## src/design/array_list_insert_remove_core_macros.svh

```systemverilog
// assertion macros for the array list core
// depends on a clock named clk and a reset named rst in the using module
`ifndef ARRAY_LIST_INSERT_REMOVE_CORE_MACROS_SVH
`define ARRAY_LIST_INSERT_REMOVE_CORE_MACROS_SVH

// same-cycle implication, checked outside reset
`define ALI_ASSERT_IMP(label, ante, cons) \
  label: assert property (@(posedge clk) disable iff (rst) (ante) |-> (cons)) \
    else $error("array list core check failed");

// next-cycle implication, checked outside reset
`define ALI_ASSERT_NEXT(label, ante, cons) \
  label: assert property (@(posedge clk) disable iff (rst) (ante) |=> (cons)) \
    else $error("array list core check failed");

`endif

```

## src/design/alist_pkg.sv

```systemverilog
// shared types and constants for the array list core
// no dependencies
package alist_pkg;

  localparam int DEPTH = 64;
  localparam int AW    = $clog2(DEPTH);
  localparam int CW    = $clog2(DEPTH + 1);
  localparam int PW    = 7;
  localparam int DW    = 32;
  localparam int CMPW  = ((CW > PW) ? CW : PW) + 1;

  typedef enum logic [1:0] {
    ST_OK    = 2'd0,
    ST_FULL  = 2'd1,
    ST_EMPTY = 2'd2,
    ST_RANGE = 2'd3
  } status_t;

  typedef enum logic [3:0] {
    S_IDLE,
    S_CHECK,
    S_UP_RD,
    S_UP_WR,
    S_PUT,
    S_TAKE_RD,
    S_TAKE_WR,
    S_DN_RD,
    S_DN_WR,
    S_FINISH,
    S_OUT
  } state_t;

  typedef enum logic [1:0] {
    RD_NONE,
    RD_UP,
    RD_POS,
    RD_DN
  } rd_sel_t;

  typedef enum logic [1:0] {
    WR_NONE,
    WR_UP,
    WR_VAL,
    WR_DN
  } wr_sel_t;

  typedef struct packed {
    logic    load;
    logic    check;
    rd_sel_t rd;
    wr_sel_t wr;
    logic    take;
    logic    finish;
  } cmd_t;

  typedef struct packed {
    logic err;
    logic insert;
    logic tail;
    logic at_pos;
    logic dn_last;
  } stat_t;

endpackage

```

## src/design/alist_ctrl.sv

```systemverilog
// sequencer for the array list core: handshakes and shift steps
// depends on alist_pkg
module alist_ctrl (
  input  logic                 clk,
  input  logic                 rst,
  input  logic                 in_valid,
  output logic                 in_ready,
  output logic                 out_valid,
  input  logic                 out_ready,
  input  alist_pkg::stat_t     stat,
  output alist_pkg::cmd_t      cmd
);
  import alist_pkg::*;

  state_t state;
  state_t state_next;

  always_ff @(posedge clk) begin
    if (rst) begin
      state <= S_IDLE;
    end else begin
      state <= state_next;
    end
  end

  always_comb begin
    state_next = state;
    case (state)
      S_IDLE:    if (in_valid) state_next = S_CHECK;
      S_CHECK: begin
        if (stat.err) begin
          state_next = S_FINISH;
        end else if (stat.insert) begin
          state_next = stat.tail ? S_PUT : S_UP_RD;
        end else begin
          state_next = S_TAKE_RD;
        end
      end
      S_UP_RD:   state_next = S_UP_WR;
      S_UP_WR:   state_next = stat.at_pos ? S_PUT : S_UP_RD;
      S_PUT:     state_next = S_FINISH;
      S_TAKE_RD: state_next = S_TAKE_WR;
      S_TAKE_WR: state_next = stat.tail ? S_FINISH : S_DN_RD;
      S_DN_RD:   state_next = S_DN_WR;
      S_DN_WR:   state_next = stat.dn_last ? S_FINISH : S_DN_RD;
      S_FINISH:  state_next = S_OUT;
      S_OUT:     if (out_ready) state_next = S_IDLE;
      default:   state_next = S_IDLE;
    endcase
  end

  always_comb begin
    in_ready   = 1'b0;
    out_valid  = 1'b0;
    cmd        = '0;
    cmd.rd     = RD_NONE;
    cmd.wr     = WR_NONE;
    case (state)
      S_IDLE: begin
        in_ready = 1'b1;
        cmd.load = in_valid;
      end
      S_CHECK:   cmd.check = 1'b1;
      S_UP_RD:   cmd.rd = RD_UP;
      S_UP_WR:   cmd.wr = WR_UP;
      S_PUT:     cmd.wr = WR_VAL;
      S_TAKE_RD: cmd.rd = RD_POS;
      S_TAKE_WR: cmd.take = 1'b1;
      S_DN_RD:   cmd.rd = RD_DN;
      S_DN_WR:   cmd.wr = WR_DN;
      S_FINISH:  cmd.finish = 1'b1;
      S_OUT:     out_valid = 1'b1;
      default: begin
        in_ready = 1'b0;
      end
    endcase
  end

endmodule

```

## src/design/alist_dp.sv

```systemverilog
// datapath of the array list core: entry memory, count, walk index, result
// depends on alist_pkg
module alist_dp (
  input  logic                          clk,
  input  logic                          rst,
  input  alist_pkg::cmd_t               cmd,
  output alist_pkg::stat_t              stat,
  input  logic                          kind,
  input  logic [alist_pkg::PW-1:0]      position,
  input  logic [alist_pkg::DW-1:0]      value,
  output logic [alist_pkg::DW-1:0]      removed_value,
  output logic [1:0]                    status,
  output logic [alist_pkg::PW-1:0]      count
);
  import alist_pkg::*;

  logic [DW-1:0] mem [DEPTH];
  logic [DW-1:0] rdata;

  logic          op_remove;
  logic [PW-1:0] op_pos;
  logic [DW-1:0] op_val;
  logic [CW-1:0] entry_count;
  logic [AW-1:0] idx;
  status_t       status_q;
  status_t       status_calc;

  logic [CMPW-1:0] pos_x;
  logic [CMPW-1:0] cnt_x;
  logic [CMPW-1:0] idx_x;
  logic [AW-1:0]   pos_a;
  logic [AW-1:0]   raddr;
  logic [AW-1:0]   waddr;
  logic [DW-1:0]   wdata;

  assign pos_x = CMPW'(op_pos);
  assign cnt_x = CMPW'(entry_count);
  assign idx_x = CMPW'(idx);
  assign pos_a = pos_x[AW-1:0];

  // error checks, full or empty take priority over range
  always_comb begin
    status_calc = ST_OK;
    if (!op_remove) begin
      if (entry_count == CW'(DEPTH)) begin
        status_calc = ST_FULL;
      end else if (pos_x > cnt_x) begin
        status_calc = ST_RANGE;
      end
    end else begin
      if (entry_count == '0) begin
        status_calc = ST_EMPTY;
      end else if (pos_x >= cnt_x) begin
        status_calc = ST_RANGE;
      end
    end
  end

  always_comb begin
    stat.err     = (status_calc != ST_OK);
    stat.insert  = !op_remove;
    stat.tail    = op_remove ? (pos_x + CMPW'(1) == cnt_x) : (pos_x == cnt_x);
    stat.at_pos  = (idx_x == pos_x + CMPW'(1));
    stat.dn_last = (idx_x + CMPW'(2) == cnt_x);
  end

  always_comb begin
    case (cmd.rd)
      RD_UP:   raddr = idx - AW'(1);
      RD_POS:  raddr = pos_a;
      RD_DN:   raddr = idx + AW'(1);
      default: raddr = idx;
    endcase
    case (cmd.wr)
      WR_VAL:  waddr = pos_a;
      default: waddr = idx;
    endcase
    wdata = (cmd.wr == WR_VAL) ? op_val : rdata;
  end

  // entry memory, one read and one write port, registered read
  always_ff @(posedge clk) begin
    if (cmd.rd != RD_NONE) begin
      rdata <= mem[raddr];
    end
    if (cmd.wr != WR_NONE) begin
      mem[waddr] <= wdata;
    end
  end

  always_ff @(posedge clk) begin
    if (cmd.load) begin
      op_remove     <= kind;
      op_pos        <= position;
      op_val        <= value;
      removed_value <= '0;
    end
    if (cmd.check) begin
      status_q <= status_calc;
      idx      <= op_remove ? pos_a : entry_count[AW-1:0];
    end else begin
      case (cmd.wr)
        WR_UP:   idx <= idx - AW'(1);
        WR_DN:   idx <= idx + AW'(1);
        default: idx <= idx;
      endcase
    end
    if (cmd.take) begin
      removed_value <= rdata;
    end
  end

  always_ff @(posedge clk) begin
    if (rst) begin
      entry_count <= '0;
    end else if (cmd.finish && status_q == ST_OK) begin
      entry_count <= op_remove ? entry_count - CW'(1) : entry_count + CW'(1);
    end
  end

  assign status = status_q;
  assign count  = entry_count[PW-1:0];

endmodule

```

## src/design/array_list_insert_remove_core.sv

```systemverilog
// top level of the array list core: sequencer plus datapath
// depends on alist_pkg, alist_ctrl, alist_dp and the assertion macro header
`include "array_list_insert_remove_core_macros.svh"

// ordered list of up to DEPTH 32-bit entry words held in a single-port-write,
// registered-read memory with an entry count. each input item inserts value
// at position (kind 0) or removes the entry at position (kind 1); position 0
// is the head, count is the tail for insert and count-1 for remove. every item
// gives exactly one result: the removed word (zero for inserts and errors), a
// status (ok, full, empty, position out of range; full and empty are checked
// first) and the count after the item. on an error the list is unchanged.
// items are handled one at a time. the shift walks the memory one entry at
// a time, a read step then a write step per entry; the block is ready again
// the cycle after its result is taken. there is no clearing pass after
// reset: only entries below the count are ever read.
module array_list_insert_remove_core (
  input  logic                       clk,
  input  logic                       rst,
  input  logic                       in_valid,
  output logic                       in_ready,
  input  logic                       kind,
  input  logic [alist_pkg::PW-1:0]   position,
  input  logic [alist_pkg::DW-1:0]   value,
  output logic                       out_valid,
  input  logic                       out_ready,
  output logic [alist_pkg::DW-1:0]   removed_value,
  output logic [1:0]                 status,
  output logic [alist_pkg::PW-1:0]   count
);
  import alist_pkg::*;

  cmd_t  cmd;
  stat_t stat;

  // sequencer: handshakes and the shift walk
  alist_ctrl u_ctrl (
    .clk       (clk),
    .rst       (rst),
    .in_valid  (in_valid),
    .in_ready  (in_ready),
    .out_valid (out_valid),
    .out_ready (out_ready),
    .stat      (stat),
    .cmd       (cmd)
  );

  // memory, count and result registers
  alist_dp u_dp (
    .clk           (clk),
    .rst           (rst),
    .cmd           (cmd),
    .stat          (stat),
    .kind          (kind),
    .position      (position),
    .value         (value),
    .removed_value (removed_value),
    .status        (status),
    .count         (count)
  );

  // one item in flight: never taking input while a result is shown
  `ALI_ASSERT_IMP(a_no_overlap, out_valid, !in_ready)
  // an accepted item is checked before any result shows
  `ALI_ASSERT_NEXT(a_accept_no_result, in_valid && in_ready, !out_valid)
  // once a result is taken the block is ready again
  `ALI_ASSERT_NEXT(a_ready_after_out, out_valid && out_ready, in_ready)
  // failed items never carry a removed word
  `ALI_ASSERT_IMP(a_err_zero, out_valid && (status != ST_OK), removed_value == '0)

endmodule
```

## config.mk

```make
export PLATFORM = sky130hd
export DESIGN_NAME = array_list_insert_remove_core
export DESIGN_NICKNAME = d
export VERILOG_FILES = /design/src/design/alist_pkg.sv /design/src/design/alist_ctrl.sv /design/src/design/alist_dp.sv /design/src/design/array_list_insert_remove_core.sv
export VERILOG_INCLUDE_DIRS = /design/src /design/src/design
export SDC_FILE = /design/constraint.sdc
export NUM_CORES = 2
export LEC_CHECK = 0
export ABC_CLOCK_PERIOD_IN_PS = 4360
export BUFFER_PORTS_ARGS = -buffer_cell sky130_fd_sc_hd__buf_2
export CAP_MARGIN = 10
export CORE_MARGIN = 2
export CORE_UTILIZATION = 55
export DETAILED_ROUTE_END_ITERATION = 16
export PLACE_DENSITY = 0.78
export SLEW_MARGIN = 20
export SYNTH_ARGS = -nofsm -noshare
export SYNTH_HDL_FRONTEND = slang
export SYNTH_SLANG_ARGS = --single-unit
```

## constraint.sdc

```tcl
create_clock -name clk -period 4.36 [get_ports clk]
set_input_delay 0.654 -clock clk [delete_from_list [all_inputs] [get_ports clk]]
set_output_delay 0.654 -clock clk [all_outputs]
set_load 0.01 [all_outputs]
```

==> flow_metrics.env <==
export IMPL_ys_warn_count=0
export IMPL_max_slew_worst_pin_slew_ps=1180
export IMPL_routed_wl_um=238000
export IMPL_dr_total_vias=53900
export IMPL_timing_final_ws_setup_ps=-21.6
export IMPL_arrival_ps=4970
export IMPL_grt_max_degree=125
export IMPL_r2r_cells=11
export IMPL_syn_to_final_growth_pct=14.3
export IMPL_cts_made_buffers=203
export IMPL_synth_ff_type="edfxtp_1"
export IMPL_clk_pin_slew_ps=60
export IMPL_setup_viol=1
export IMPL_fin_crit_ps=4380
export IMPL_cp_end_kind="flip-flop"
export IMPL_die_w_um=399
export IMPL_first_global_vias=52100
export IMPL_rows=145
export IMPL_drtIter0Drc=9330
export IMPL_grt_total_usage_pct=29.4
export IMPL_fin_crit_sh_pct=100
export IMPL_syn_avg_cell_area_sq_um=15.2
export IMPL_synth_area_top_cells="edfxtp_1 75%, a21oi_1 4.6%, mux2i_1 4.6%"
export IMPL_ys_seq_elements=2171
export IMPL_dp_cells=7703
export IMPL_cts_buffer_depth=3
export IMPL_async_flop_share_pct=0
export IMPL_antenna_found_initial=15
export IMPL_maxSlewViolCount=0
export IMPL_synth_fp_nets=5728
export IMPL_synth_area_sq_um=86000
export IMPL_clock_sinks=2171
export IMPL_final_antenna_net_count=0
export IMPL_drcViolationCount=0
export IMPL_fin_nets=5955
export IMPL_status="finished with violations"
export IMPL_yosysTopAreaCell="edfxtp_1"
export IMPL_synth_edff_count=2160
export IMPL_port_buffers=86
export IMPL_rr_startpoint="u_ctrl.state[0]"
export IMPL_hpwl_um=130000
export IMPL_cp_start_kind="flip-flop"
export IMPL_min_path_cells=1
export IMPL_layout_cells_non_filler=8127
export IMPL_drive_gt1_share_pct=13.3
export IMPL_drt_wirelength_per_cell_um=29.3
export IMPL_coreArea_sq_um=156000
export IMPL_cap_violations=0
export IMPL_dr_pass1_iters=6
export IMPL_synth_most_common_cell="edfxtp_1"
export IMPL_rsz0062_at_grt="no"
export IMPL_relSlewSlack_pct=21.2
export IMPL_die_area_sq_um=159000
export IMPL_hold_class="input pin to flip-flop"
export IMPL_clock_latency_ps=850
export IMPL_reg2reg_slack_ps=-20
export IMPL_fmax_mhz=228
export IMPL_rr_endpoint="u_dp.rdata[12]"
export IMPL_synthCells=5665
export IMPL_avgViaCountPerCell=6.63
export IMPL_timing_hold_ws_ps=65.0
export IMPL_cp_required_ps=4940
export IMPL_synthTopCellsByCount="2160 x edfxtp_1, 817 x nand2_1, 797 x a21oi_1"
export IMPL_die_y_um=399
export IMPL_seq_area_frac_synth_pct=75.7
export IMPL_worstSetupPathType="flip-flop to flip-flop"
export IMPL_final_seq_area_sq_um=65100
export IMPL_multi_input_area_sq_um=19900
export IMPL_crit_start="u_ctrl.state[0]"
export IMPL_violations="setup timing"
export IMPL_cts_tree="done"
export IMPL_htree_levels=4
export IMPL_path_max_fanout=29
export IMPL_start_util_pct=55.2
export IMPL_grt_pass1_wl_um=341000
export IMPL_n_fill_cell=10300
export IMPL_gpl_final_weighted_congestion=0.893
export IMPL_hold_viol_final=0
export IMPL_io_pins=87
export IMPL_finalSetupTns_ps=-21.6
export IMPL_grt_overflow_total=0
export IMPL_yosys_area_top_type_share_pct=75.5
export IMPL_fin_skew_ps=23.6
export IMPL_yosysUniqueCellTypes=62
export IMPL_cts_root_buf="clkbuf_16"
export IMPL_endpoint="u_dp.rdata[12]"
[cells in the final DEF, fill, tap and decap left out, drive strengths merged, types with 19 or more instances in the layout]
master | synthesis | routed
a221o | 95 | 95
clkbuf | 260 | 251
edfxtp | 2160 | 2160
nand2 | 817 | 817
mux2i | 391 | 391
clkinv | 1 | 93
xnor2 | 26 | 26
dlygate4sd3 | 0 | 37
inv | 15 | 24
buf | 141 | 384
bufinv | 0 | 20
nand3 | 19 | 19
a22oi | 131 | 131
a22o | 253 | 253
a221oi | 65 | 65
nor2 | 105 | 106
o21ai | 20 | 20
and2 | 35 | 35
o22ai | 162 | 162
a21oi | 797 | 797
mux2 | 33 | 33
[cells by family after synthesis]
group / Yosys count / synth area share (%)
simple gates: 1029 / 4.80
xor+xnor: 40 / 0.408
mux: 424 / 4.98
compound gates: 1565 / 11.8
buf+inv: 417 / 1.97
fa+ha+maj: 19 / 0.285
flops: 2171 / 75.7
[metal layers]
layer | up-vias | wire (um) | track usage, %
met5 | - | 104 | 0
met1 | 26700 | 83200 | 38.7
met4 | 16 | 13800 | 15.8
met2 | 3989 | 107000 | 44.5
li1 | 22500 | - | -
met3 | 706 | 34000 | 8.49
[stage by stage]
step | setup WS, ps | util, % | cell area (sq um)
6_report | -21.6 | 63.1 | 98200
5_1_grt | 8.73 | 63.1 | 98200
4_1_cts | 50.4 | 63.0 | 98100
3_5_place_dp | -327 | 58.5 | 91100
3_3_place_gp | -282 | 58.5 | 91100
2_1_floorplan | 513 | - | 86000
[how the worst min path moves through the flow]
stage / start / to / slack (ps)
detailed placement: u_dp.rdata[31] / u_dp.removed_value[31] / 580
floorplan: u_dp.rdata[0] / u_dp.removed_value[0] / 520
finish: position[6] / u_dp.op_pos[6] / 70
global placement: u_dp.rdata[22] / u_dp.removed_value[22] / 560
CTS: position[4] / u_dp.op_pos[4] / 7
global route: position[4] / u_dp.op_pos[4] / 30
[sequential cells by signal, indices dropped and copies added (netlist names)]
register and count:
u_dp.rdata 32, u_dp.status 2, u_dp.idx 6, u_dp.op_val 32
u_ctrl.state 4, u_dp.removed_value 32, u_dp.op_pos 7, u_dp.op_remove 1
u_dp.mem 2048, u_dp.count 7
[final cells by class]
class	instances	area share [%]
diodes	4	0.0102
clock buffers	251	5.40
clock inverters	127	1.25
inverters	16	0.0611
multi-input cells	3078	20.2
flip-flops and latches	2171	66.3
well taps	2058	2.62
repair buffers	422	4.18
[critical path, cell delays in order, from the launching register on]
cell      delay (ps)
dfxtp_1          610
nand2_1          210
nor2_2           300
a32oi_1          170
and3b_1          480
nand2_4          250
buf_12           270
buf_4            330
o22ai_1          220
a221oi_2         470
o22ai_1          400
a221o_1          360
[what timing repair did]
| action | 4_1_cts | 5_1_grt |
|---|---|---|
| resized for setup | 9 | 13 |
| endpoints found under the setup margin | 11 | 13 |
| setup buffers | 1 | 2 |
| cloned | 1 | 1 |
| pin swaps | 1 | 2 |
| hold endpoints to repair | 37 | 0 |
| hold buffers | 37 | 0 |
Power is left out: the tool's default activity adds up to more than one toggle a clock period on the data nets, which glitch-free logic cannot reach.
